==> config.mk <==
export PLATFORM = sky130hd
export DESIGN_NAME = scan_disk_scheduler_core
export DESIGN_NICKNAME = d
export VERILOG_FILES = /design/src/sds_pkg.sv /design/src/scan_disk_scheduler_core.sv /design/src/sds_cell.sv /design/src/sds_emit.sv
export SDC_FILE = /design/constraint.sdc
export NUM_CORES = 2
export LEC_CHECK = 0
export ABC_AREA = 1
export BUFFER_PORTS_ARGS = -buffer_cell sky130_fd_sc_hd__buf_4
export CAP_MARGIN = 20
export CORE_MARGIN = 3
export CORE_UTILIZATION = 60
export CTS_BUF_LIST = sky130_fd_sc_hd__clkbuf_8
export CTS_CLUSTER_SIZE = 20
export DETAILED_ROUTE_END_ITERATION = 12
export MAX_ROUTING_LAYER = met4
export PLACE_DENSITY = 0.76
export SYNTH_ARGS = -nofsm -noshare
export SYNTH_HDL_FRONTEND = slang
export SYNTH_HIERARCHICAL = 1
export SYNTH_SLANG_ARGS = --single-unit
==> constraint.sdc <==
create_clock -name clock -period 8.6 [get_ports clock]
set_input_delay 0.43 -clock clock [delete_from_list [all_inputs] [get_ports clock]]
set_output_delay 0.43 -clock clock [all_outputs]
set_load 0.01 [all_outputs]
==> src/sds_pkg.sv <==
// Shared types and constants for the SCAN disk scheduler.
// Holds the payload structs, the cell row entry and control types, and the register indexes.
package sds_pkg;

   localparam int TRACK_BITS     = 16;
   localparam int SEEK_BITS      = TRACK_BITS + 1;
   localparam int CYL_BITS       = TRACK_BITS + 1;
   localparam int KEY_BITS       = TRACK_BITS + 2;
   localparam int CSR_INDEX_BITS = 2;
   localparam int CSR_DATA_BITS  = CYL_BITS;

   localparam logic [CSR_INDEX_BITS-1:0] CSR_CYLINDER_COUNT = 2'd0;
   localparam logic [CSR_INDEX_BITS-1:0] CSR_START_HEAD     = 2'd1;
   localparam logic [CSR_INDEX_BITS-1:0] CSR_SWEEP_LEFT     = 2'd2;

   typedef struct packed {
      logic [TRACK_BITS-1:0] track;
      logic                  last_request;
   } req_type;

   typedef struct packed {
      logic [TRACK_BITS-1:0] visit_track;
      logic [SEEK_BITS-1:0]  seek_total;
      logic                  last_visit;
   } rsp_type;

   typedef struct packed {
      logic                  valid;
      logic                  forced;
      logic [TRACK_BITS-1:0] track;
   } entry_type;

   localparam entry_type ENTRY_EMPTY = '{valid: 1'b0, forced: 1'b0, track: '0};

   typedef logic [KEY_BITS-1:0] key_type;

   typedef enum logic [2:0] {
      OP_HOLD,
      OP_LOAD,
      OP_SORT,
      OP_DRAIN,
      OP_CLEAR
   } cell_op_type;

   typedef struct packed {
      cell_op_type op;
      logic        phase;
      entry_type   load_ent;
   } cell_ctl_type;

   typedef struct packed {
      logic                  start;
      logic                  push;
      logic                  last;
      logic [TRACK_BITS-1:0] track;
   } emit_ctl_type;

endpackage

==> src/scan_disk_scheduler_core.sv <==
// SCAN disk scheduler top level: configuration registers, batch sequencer and the cell row.
// Depends on sds_pkg, sds_cell and sds_emit.
//
// Requests are taken one per cycle until the beat flagged last_request; beyond MAX_REQUESTS
// held requests the track is dropped. After the last beat the block stalls its input for
// the whole batch: the disk end marker is added, odd-even compare-exchange rounds across
// the cell row sort the batch into service order, then one visit leaves per cycle while
// the output is not stalled, and finally the row is cleared. Configuration writes are always
// taken, but the values must hold from the first request of a batch until its final visit
// leaves, so write them only while no batch is in flight.
module scan_disk_scheduler_core import sds_pkg::*; #(
   parameter int MAX_REQUESTS = 32
) (
   input  logic                      clock,
   input  logic                      reset,
   input  logic                      req_valid,
   output logic                      req_stall,
   input  req_type                   req_payload,
   output logic                      rsp_valid,
   input  logic                      rsp_stall,
   output rsp_type                   rsp_payload,
   input  logic                      csr_valid,
   output logic                      csr_ready,
   input  logic [CSR_INDEX_BITS-1:0] csr_index,
   input  logic [CSR_DATA_BITS-1:0]  csr_wdata
);

   localparam int CELLS    = MAX_REQUESTS + 1;
   localparam int CNT_BITS = $clog2(MAX_REQUESTS + 1);

   typedef enum logic [2:0] {
      ST_COLLECT,
      ST_MARK,
      ST_SORT,
      ST_DRAIN,
      ST_CLEAR
   } state_type;

   state_type             state_ff;
   logic [CNT_BITS-1:0]   count_ff;
   logic [CNT_BITS-1:0]   round_ff;
   logic [CYL_BITS-1:0]   cyl_count_ff;
   logic [TRACK_BITS-1:0] start_head_ff;
   logic                  sweep_left_ff;

   cell_ctl_type          cell_ctl;
   emit_ctl_type          emit_ctl;
   entry_type             ent_a [CELLS];
   key_type               key_a [CELLS];
   logic                  req_fire;
   logic                  kept0;
   logic                  kept1;
   logic                  can_push;
   logic [CYL_BITS-1:0]   end_wide;
   logic [TRACK_BITS-1:0] end_track;
   logic [TRACK_BITS-1:0] marker_track;

   // Configuration registers.
   assign csr_ready = 1'b1;

   always_ff @(posedge clock) begin
      if (reset) begin
         cyl_count_ff  <= {1'b1, {(CYL_BITS - 1){1'b0}}};
         start_head_ff <= '0;
         sweep_left_ff <= 1'b1;
      end else if (csr_valid && csr_ready) begin
         unique case (csr_index)
            CSR_CYLINDER_COUNT: cyl_count_ff  <= csr_wdata;
            CSR_START_HEAD:     start_head_ff <= csr_wdata[TRACK_BITS-1:0];
            CSR_SWEEP_LEFT:     sweep_left_ff <= csr_wdata[0];
            default: begin
            end
         endcase
      end
   end

   // Disk end track: zero cylinders map to track zero, an oversized count clamps.
   always_comb begin
      end_wide = cyl_count_ff - CYL_BITS'(1);
      if (cyl_count_ff == '0) begin
         end_track = '0;
      end else if (end_wide[CYL_BITS-1]) begin
         end_track = '1;
      end else begin
         end_track = end_wide[TRACK_BITS-1:0];
      end
      marker_track = sweep_left_ff ? '0 : end_track;
   end

   assign req_stall = (state_ff != ST_COLLECT);
   assign req_fire  = req_valid && !req_stall;
   assign kept0     = !key_a[0][KEY_BITS-1];
   assign kept1     = !key_a[1][KEY_BITS-1];

   always_comb begin
      cell_ctl.op       = OP_HOLD;
      cell_ctl.phase    = round_ff[0];
      cell_ctl.load_ent = '{valid: 1'b1, forced: 1'b0, track: req_payload.track};
      emit_ctl.start    = 1'b0;
      emit_ctl.push     = 1'b0;
      emit_ctl.last     = !kept1;
      emit_ctl.track    = ent_a[0].track;
      unique case (state_ff)
         ST_COLLECT: begin
            if (req_fire && (count_ff < CNT_BITS'(MAX_REQUESTS))) begin
               cell_ctl.op = OP_LOAD;
            end
         end
         ST_MARK: begin
            cell_ctl.op       = OP_LOAD;
            cell_ctl.load_ent = '{valid: 1'b1, forced: 1'b1, track: marker_track};
            emit_ctl.start    = 1'b1;
         end
         ST_SORT: begin
            cell_ctl.op = OP_SORT;
         end
         ST_DRAIN: begin
            if (kept0 && can_push) begin
               cell_ctl.op   = OP_DRAIN;
               emit_ctl.push = 1'b1;
            end
         end
         ST_CLEAR: begin
            cell_ctl.op = OP_CLEAR;
         end
         default: begin
            cell_ctl.op = OP_HOLD;
         end
      endcase
   end

   always_ff @(posedge clock) begin
      if (reset) begin
         state_ff <= ST_COLLECT;
         count_ff <= '0;
         round_ff <= '0;
      end else begin
         unique case (state_ff)
            ST_COLLECT: begin
               if (req_fire) begin
                  if (count_ff < CNT_BITS'(MAX_REQUESTS)) begin
                     count_ff <= count_ff + CNT_BITS'(1);
                  end
                  if (req_payload.last_request) begin
                     state_ff <= ST_MARK;
                  end
               end
            end
            ST_MARK: begin
               round_ff <= '0;
               state_ff <= ST_SORT;
            end
            ST_SORT: begin
               round_ff <= round_ff + CNT_BITS'(1);
               if (round_ff == CNT_BITS'(MAX_REQUESTS)) begin
                  state_ff <= ST_DRAIN;
               end
            end
            ST_DRAIN: begin
               if (emit_ctl.push && emit_ctl.last) begin
                  state_ff <= ST_CLEAR;
               end
            end
            ST_CLEAR: begin
               count_ff <= '0;
               state_ff <= ST_COLLECT;
            end
            default: begin
               state_ff <= ST_COLLECT;
            end
         endcase
      end
   end

   for (genvar i = 0; i < CELLS; i++) begin : g_cell
      entry_type left_ent;
      entry_type right_ent;
      key_type   left_key;
      key_type   right_key;

      if (i == 0) begin : g_first
         assign left_ent = cell_ctl.load_ent;
         assign left_key = '0;
      end else begin : g_inner_left
         assign left_ent = ent_a[i-1];
         assign left_key = key_a[i-1];
      end

      if (i == CELLS - 1) begin : g_last
         assign right_ent = ENTRY_EMPTY;
         assign right_key = '1;
      end else begin : g_inner_right
         assign right_ent = ent_a[i+1];
         assign right_key = key_a[i+1];
      end

      sds_cell #(
         .INDEX(i)
      ) u_cell (
         .clock      (clock),
         .reset      (reset),
         .ctl        (cell_ctl),
         .head       (start_head_ff),
         .sweep_left (sweep_left_ff),
         .left_ent   (left_ent),
         .left_key   (left_key),
         .right_ent  (right_ent),
         .right_key  (right_key),
         .ent        (ent_a[i]),
         .key        (key_a[i])
      );
   end

   sds_emit u_emit (
      .clock       (clock),
      .reset       (reset),
      .ctl         (emit_ctl),
      .start_head  (start_head_ff),
      .can_push    (can_push),
      .rsp_valid   (rsp_valid),
      .rsp_stall   (rsp_stall),
      .rsp_payload (rsp_payload)
   );

   // The marker is always kept, so the row front holds a visit until the last one leaves.
   a_drain_front_kept: assert property (@(posedge clock) disable iff (reset)
      (state_ff == ST_DRAIN) |-> kept0)
      else $error("cell row front empty while draining");

   // After the sort rounds the row front is in service order.
   a_drain_sorted: assert property (@(posedge clock) disable iff (reset)
      (state_ff == ST_DRAIN) |-> (key_a[0] <= key_a[1]))
      else $error("cell row not sorted while draining");

   // Loading never pushes an entry off the top of the row.
   a_top_free: assert property (@(posedge clock) disable iff (reset)
      (state_ff == ST_COLLECT) |-> !ent_a[CELLS-1].valid)
      else $error("top cell occupied while collecting");

   a_count_bound: assert property (@(posedge clock) disable iff (reset)
      count_ff <= CNT_BITS'(MAX_REQUESTS))
      else $error("request count above capacity");

endmodule

==> src/sds_cell.sv <==
// One cell of the request row: holds one track entry and its service-order key.
// Depends on sds_pkg for the entry, key and control types.
module sds_cell import sds_pkg::*; #(
   parameter int INDEX = 0
) (
   input  logic                  clock,
   input  logic                  reset,
   input  cell_ctl_type          ctl,
   input  logic [TRACK_BITS-1:0] head,
   input  logic                  sweep_left,
   input  entry_type             left_ent,
   input  key_type               left_key,
   input  entry_type             right_ent,
   input  key_type               right_key,
   output entry_type             ent,
   output key_type               key
);

   localparam logic ODD = (INDEX % 2) == 1;

   entry_type ent_ff;
   entry_type ent_in;
   logic      lo_side;
   logic      kept;
   logic      group;
   logic [TRACK_BITS-1:0] trk_val;

   // The key orders entries by service: first-sweep side, then the return side.
   // Tracks served while moving toward zero use the inverted value so they sort descending.
   always_comb begin
      lo_side = ent_ff.forced ? sweep_left : (ent_ff.track < head);
      kept    = ent_ff.valid && (ent_ff.forced || (ent_ff.track != head));
      group   = sweep_left ? !lo_side : lo_side;
      trk_val = lo_side ? ~ent_ff.track : ent_ff.track;
      key     = kept ? {1'b0, group, trk_val} : '1;
   end

   always_comb begin
      ent_in = ent_ff;
      unique case (ctl.op)
         OP_HOLD: begin
            ent_in = ent_ff;
         end
         OP_LOAD: begin
            ent_in = left_ent;
         end
         OP_SORT: begin
            if (ODD == ctl.phase) begin
               if (key > right_key) begin
                  ent_in = right_ent;
               end
            end else begin
               if (left_key > key) begin
                  ent_in = left_ent;
               end
            end
         end
         OP_DRAIN: begin
            ent_in = right_ent;
         end
         OP_CLEAR: begin
            ent_in.valid = 1'b0;
         end
         default: begin
            ent_in = ent_ff;
         end
      endcase
   end

   // Only the valid bit needs a reset value; the payload fields follow it.
   always_ff @(posedge clock) begin
      if (reset) begin
         ent_ff.valid <= 1'b0;
      end else begin
         ent_ff.valid <= ent_in.valid;
      end
      ent_ff.forced <= ent_in.forced;
      ent_ff.track  <= ent_in.track;
   end

   assign ent = ent_ff;

endmodule

==> src/sds_emit.sv <==
// Result stage: tracks the head position, sums the seek distance and holds the output beat.
// Depends on sds_pkg for the result payload and the emit control struct.
module sds_emit import sds_pkg::*; (
   input  logic                  clock,
   input  logic                  reset,
   input  emit_ctl_type          ctl,
   input  logic [TRACK_BITS-1:0] start_head,
   output logic                  can_push,
   output logic                  rsp_valid,
   input  logic                  rsp_stall,
   output rsp_type               rsp_payload
);

   logic [TRACK_BITS-1:0] head_ff;
   logic [TRACK_BITS-1:0] head_in;
   logic [SEEK_BITS-1:0]  sum_ff;
   logic [SEEK_BITS-1:0]  sum_in;
   logic                  rsp_valid_ff;
   logic                  rsp_valid_in;
   rsp_type               rsp_ff;
   rsp_type               rsp_in;
   logic [TRACK_BITS-1:0] seek_step;
   logic [SEEK_BITS:0]    sum_wide;
   logic [SEEK_BITS-1:0]  sum_sat;

   assign can_push = !rsp_valid_ff || !rsp_stall;

   always_comb begin
      seek_step = (ctl.track >= head_ff) ? (ctl.track - head_ff) : (head_ff - ctl.track);
      sum_wide  = {1'b0, sum_ff} + {{(SEEK_BITS + 1 - TRACK_BITS){1'b0}}, seek_step};
      // The running total saturates at its all-ones value.
      sum_sat   = sum_wide[SEEK_BITS] ? '1 : sum_wide[SEEK_BITS-1:0];
   end

   always_comb begin
      head_in      = head_ff;
      sum_in       = sum_ff;
      rsp_in       = rsp_ff;
      rsp_valid_in = rsp_valid_ff && rsp_stall;
      if (ctl.start) begin
         head_in = start_head;
         sum_in  = '0;
      end else if (ctl.push) begin
         head_in      = ctl.track;
         sum_in       = sum_sat;
         rsp_in       = '{visit_track: ctl.track, seek_total: sum_sat, last_visit: ctl.last};
         rsp_valid_in = 1'b1;
      end
   end

   always_ff @(posedge clock) begin
      if (reset) begin
         rsp_valid_ff <= 1'b0;
         head_ff      <= '0;
         sum_ff       <= '0;
      end else begin
         rsp_valid_ff <= rsp_valid_in;
         head_ff      <= head_in;
         sum_ff       <= sum_in;
      end
   end

   always_ff @(posedge clock) begin
      rsp_ff <= rsp_in;
   end

   assign rsp_valid   = rsp_valid_ff;
   assign rsp_payload = rsp_ff;

endmodule
==> impl_results.html <==
<table>
<tr><th>Metric</th><th>Value</th></tr>
<tr><th colspan="2">Timing</th></tr>
<tr><td>Final setup TNS</td><td>0 ns</td></tr>
<tr><td>F_max</td><td>0.160 GHz</td></tr>
<tr><td>Min setup slack post-route</td><td>2.34 ns</td></tr>
<tr><td>Largest clock skew in the final design</td><td>0.0506 ns</td></tr>
<tr><td>Number of slew-limit violations in the final report</td><td>0</td></tr>
<tr><td>Final setup violation count</td><td>0</td></tr>
<tr><td>Period utilisation layout</td><td>0.728</td></tr>
<tr><td>Slew @ Worst Pin</td><td>approximately 1.2 ns</td></tr>
<tr><td>Final critical delay including setup and external delays</td><td>6.26 ns</td></tr>
<tr><td>RSZ-0062 raised after global routing</td><td>false</td></tr>
<tr><td>Total count of hold-check failures in the final report</td><td>0</td></tr>
<tr><td>Worst rel slew slack</td><td>0.222</td></tr>
<tr><th colspan="2">Place</th></tr>
<tr><td>Dpl hpwl</td><td>between 200 and 250 mm</td></tr>
<tr><td>Setup slack after placement</td><td>2.69 ns</td></tr>
<tr><td>Port Buf Inserts</td><td>76</td></tr>
<tr><td>Placer's final routability congestion estimate</td><td>roughly 1.0</td></tr>
<tr><td>Cell Area, Placed</td><td>approximately 100,000 um^2</td></tr>
<tr><td>Placed cells</td><td>16.7k</td></tr>
<tr><th colspan="2">Layout</th></tr>
<tr><td>Number of nets in the layout</td><td>16.5k</td></tr>
<tr><td>Final non-filler cell total</td><td>between 15k and 20k</td></tr>
<tr><td>Fraction of final layout cells sized beyond drive strength 1</td><td>0.0927</td></tr>
<tr><td>Non-Filler Cell Area, Final</td><td>103,000 um^2</td></tr>
<tr><td>Top library cells by usage in the layout, fill and taps aside</td><td>4,110 x sky130_fd_sc_hd__nand2_1, 3,197 x sky130_fd_sc_hd__inv_1, 1,767 x sky130_fd_sc_hd__ha_1</td></tr>
<tr><td>Area Overhead vs Synth</td><td>5.34%</td></tr>
<tr><td>Total of fill cells in the finished design</td><td>15.0k</td></tr>
<tr><td>Most common cell after layout, fill and taps aside</td><td>sky130_fd_sc_hd__nand2_1</td></tr>
<tr><th colspan="2">Setup path</th></tr>
<tr><td>Data arrival time of the critical path</td><td>roughly 7.1 ns</td></tr>
<tr><td>Cell class contributing the biggest share of worst-path delay</td><td>buffers and inverters</td></tr>
<tr><td>Startpoint type of the worst setup path</td><td>flop</td></tr>
<tr><td>Worst setup path class</td><td>reg -&gt; reg</td></tr>
<tr><td>Number of logic stages on the critical path including buffering</td><td>20</td></tr>
<tr><td>Crit path largest cell delay</td><td>1.10 ns</td></tr>
<tr><td>Category of the worst setup path capture point</td><td>flop</td></tr>
<tr><td>CP bufs+invs</td><td>8</td></tr>
<tr><td>Worst Path Required</td><td>9.42 ns</td></tr>
<tr><td>Most used cell, CP</td><td>sky130_fd_sc_hd__inv_1</td></tr>
<tr><td>CP Cell Sequence</td><td>inv_1 &gt; ha_1 &gt; nand4_1 &gt; inv_1 &gt; a31oi_2 &gt; inv_1 &gt; inv_1 &gt; nand2_1 &gt; nor2_2 &gt; inv_1 &gt; nand2_4 &gt; buf_4 &gt; inv_1 &gt; nor2_1 &gt; nand2_1 &gt; inv_1 &gt; a211oi_1 &gt; nand3_1 &gt; nand2_1 &gt; nor2_1</td></tr>
<tr><td>Reg2Reg Depth</td><td>20</td></tr>
<tr><td>CP max FO</td><td>41</td></tr>
<tr><td>Critical-path top delay cell</td><td>sky130_fd_sc_hd__dfxtp_2</td></tr>
<tr><th colspan="2">Clock tree</th></tr>
<tr><td>Deepest level of the CTS H-tree</td><td>4</td></tr>
<tr><td>CTS tree</td><td>built</td></tr>
<tr><td>Clock-pin slew on the worst setup and hold paths</td><td>0.06 ns</td></tr>
<tr><td>Total clock buffers created by CTS</td><td>around 130</td></tr>
<tr><td>Count of instances resized after the clock tree is built</td><td>0</td></tr>
<tr><td>CTS Sinks</td><td>slightly above 700</td></tr>
<tr><td>CTS Root Buffer Type</td><td>sky130_fd_sc_hd__clkbuf_8</td></tr>
<tr><td>Buffer levels on the longest clock path</td><td>3</td></tr>
<tr><td>Skew-Pair Late Insertion Delay</td><td>~0.9 ns</td></tr>
<tr><th colspan="2">Global route</th></tr>
<tr><td>Initial antenna violation count</td><td>7</td></tr>
<tr><td>Sum of overflow across all layers after global routing</td><td>0</td></tr>
<tr><td>Pin count of the biggest net entering global routing</td><td>50</td></tr>
<tr><td>Met3 GRT Util</td><td>0.0650</td></tr>
<tr><td>Met1 global-route usage</td><td>0.491</td></tr>
<tr><td>All-layer global routing usage</td><td>0.366</td></tr>
<tr><td>Vias in the first global route</td><td>82.5k</td></tr>
<tr><td>Global-route wire length before repair</td><td>468 mm</td></tr>
<tr><td>Met2 capacity usage during global routing</td><td>0.551</td></tr>
<tr><td>Highest-utilization routing layer at the global route stage</td><td>met2</td></tr>
<tr><th colspan="2">Die</th></tr>
<tr><td>Height of the chip</td><td>409 um</td></tr>
<tr><td>Initial Util</td><td>0.605</td></tr>
<tr><td>Die width</td><td>409 um</td></tr>
<tr><td>Die Area</td><td>around 170,000 um^2</td></tr>
<tr><td># IOs</td><td>78</td></tr>
<tr><td>Number of rows in the core area</td><td>147</td></tr>
<tr><td>Core region area</td><td>161,000 um^2</td></tr>
<tr><th colspan="2">Route</th></tr>
<tr><td>Total number of vias</td><td>slightly above 90k</td></tr>
<tr><td>Iteration-0 DRC count of the detailed router</td><td>12.0k</td></tr>
<tr><td>Wirelength, routed</td><td>307 mm</td></tr>
<tr><td>Remaining antenna violation count</td><td>0</td></tr>
<tr><td>Drt first pass iters</td><td>9</td></tr>
<tr><td>Post-route DRC violation count</td><td>0</td></tr>
<tr><td>Via density per instance</td><td>5.49</td></tr>
<tr><td>Mean routed wirelength per cell</td><td>18.1 um</td></tr>
<tr><th colspan="2">Synthesis</th></tr>
<tr><td>Total of flip-flops plus latches after synthesis</td><td>711</td></tr>
<tr><td>Sequential element share of the synthesized area</td><td>0.207</td></tr>
<tr><td>Synthesized instance count</td><td>approximately 15k</td></tr>
<tr><td>Post-synth EDFFs</td><td>595</td></tr>
<tr><td>Number of distinct library cell variants in the gate-level netlist after synthesis</td><td>56</td></tr>
<tr><td>Proportion of register bits with asynchronous set or reset after synthesis</td><td>0</td></tr>
<tr><td>Post-synthesis instance area</td><td>97,400 um^2</td></tr>
<tr><td>Average instance area after synthesis</td><td>roughly 6.7 um^2</td></tr>
<tr><td>Dominant register cell in the synthesized netlist</td><td>sky130_fd_sc_hd__edfxtp_1</td></tr>
<tr><td>Number of warnings printed during yosys synthesis</td><td>6</td></tr>
<tr><th colspan="2">Worst hold path</th></tr>
<tr><td>Classification of the worst-slack hold path</td><td>in -&gt; reg</td></tr>
<tr><td>Count of cells along the worst hold path</td><td>4</td></tr>
<tr><th colspan="2">Run</th></tr>
<tr><td>Max-cap violations</td><td>0</td></tr>
<tr><th colspan="2">Outcome</th></tr>
<tr><td>Run status</td><td>finished, final reports clean</td></tr>
</table>
## repair_timing
action / in CTS / in global routing
endpoints found under the setup margin: 0 / 0
setup buffers: 0 / 0
hold buffers: 39 / 0
endpoints found under the hold margin: 54 / 0
## synthesized netlist by cell type, types with 10 or more instances
library cell / number / area, um^2
sky130_fd_sc_hd__o21ai_0: 271 / 1360
sky130_fd_sc_hd__a211oi_1: 27 / 203
sky130_fd_sc_hd__and3_1: 34 / 213
sky130_fd_sc_hd__dfxtp_1: 116 / 2320
sky130_fd_sc_hd__a21oi_1: 669 / 3350
sky130_fd_sc_hd__nand3_4: 25 / 438
sky130_fd_sc_hd__o21ai_1: 17 / 85.1
sky130_fd_sc_hd__mux2i_1: 59 / 591
sky130_fd_sc_hd__buf_6: 67 / 754
sky130_fd_sc_hd__buf_4: 36 / 270
sky130_fd_sc_hd__a31oi_2: 16 / 200
sky130_fd_sc_hd__or2_2: 21 / 131
sky130_fd_sc_hd__nand2_1: 4111 / 15400
sky130_fd_sc_hd__nand2_4: 48 / 541
sky130_fd_sc_hd__xor2_1: 18 / 158
sky130_fd_sc_hd__ha_1: 1767 / 22100
sky130_fd_sc_hd__o21bai_1: 12 / 90.1
sky130_fd_sc_hd__nor4_1: 23 / 144
sky130_fd_sc_hd__buf_2: 39 / 195
sky130_fd_sc_hd__a21o_1: 81 / 608
sky130_fd_sc_hd__nor2_2: 13 / 81.3
sky130_fd_sc_hd__and2_1: 18 / 113
sky130_fd_sc_hd__clkinv_1: 10 / 37.5
sky130_fd_sc_hd__nor3_1: 105 / 526
sky130_fd_sc_hd__a22oi_1: 13 / 97.6
sky130_fd_sc_hd__inv_2: 218 / 818
sky130_fd_sc_hd__nand2_2: 268 / 1680
sky130_fd_sc_hd__nand3_1: 1009 / 5050
sky130_fd_sc_hd__edfxtp_1: 595 / 17900
sky130_fd_sc_hd__clkbuf_1: 70 / 263
sky130_fd_sc_hd__nand3_2: 257 / 2570
sky130_fd_sc_hd__mux2_2: 104 / 1170
sky130_fd_sc_hd__nor2_1: 1047 / 3930
sky130_fd_sc_hd__a21boi_0: 22 / 165
sky130_fd_sc_hd__nor4_4: 26 / 553
sky130_fd_sc_hd__nand4_1: 87 / 544
sky130_fd_sc_hd__inv_1: 3165 / 11900
## final cells by class
type | instances | area (um^2) | area share
multi-input cells | 10282 | 62900 | 0.613
repair buffers | 162 | 1350 | 0.0132
clock inverters | 97 | 663 | 0.00646
clock buffers | 142 | 1950 | 0.0190
diodes | 5 | 12.5 | 0.000122
well taps | 2160 | 2700 | 0.0263
inverters | 3401 | 12800 | 0.125
flip-flops and latches | 711 | 20200 | 0.197
## per-stage QoR
stage,util,hold WS [ns]
final,0.638,0.194
after global routing,0.638,0.146
after CTS,0.637,0.0971
after detailed placement,0.619,0.445
after global placement,0.619,0.447
after floorplan,-,0.427
## registers in the layout, indices dropped and copies added, names as in the netlist
signal / flops
state_ff: 3
g_cell.u_cell/ent: 594
round_ff: 6
u_emit/rsp_valid: 1
sweep_left_ff: 1
u_emit/head_ff: 16
u_emit/sum_ff: 17
cyl_count_ff: 17
start_head_ff: 16
count_ff: 6
u_emit/rsp_payload: 34
## layer usage
layer  up-vias  share of wire
li1      46144              -
met5         -              0
met2      4715           0.43
met1     41473           0.41
met3       839           0.12
met4         0          0.043
## worst register-to-register path, delay by kind of cell (launching register included)
family                     cells  cell delay, ns
buffers and inverters          8            2.11
and+or+nand+nor                9            1.66
DFF                            1            1.10
AOI/OAI and AO/OA              2            0.95
adders and majority gates      1            0.36
## path summary, 6_finish.rpt
kind / end / startpoint / slack, ns
worst max-delay path: g_cell[20].u_cell/ent[17] / start_head_ff[7] / 2.34
worst min-delay path: u_emit/sum_ff[9] / reset / 0.19
worst max register to register: g_cell[20].u_cell/ent[17] / start_head_ff[7] / 2.34
worst min register to register: cyl_count_ff[1] / cyl_count_ff[1] / 0.48
## cells by family (layout without fill, tap and decap cells)
kind of cell	count (synthesis)	in the layout	synth area share
multiplexers	163	163	0.0181
AND/OR/NAND/NOR	7112	7112	0.330
XOR/XNOR	26	26	0.00234
flip-flops	711	711	0.207
AO/OA/AOI/OAI	1155	1155	0.0654
buffers and inverters	3631	3802	0.149
other	2	61	0.0000771
adder cells (fa/ha/maj)	1770	1770	0.228
Power is not shown: default switching activity piles up to over one toggle a cycle in this logic, so the estimate is an artifact.
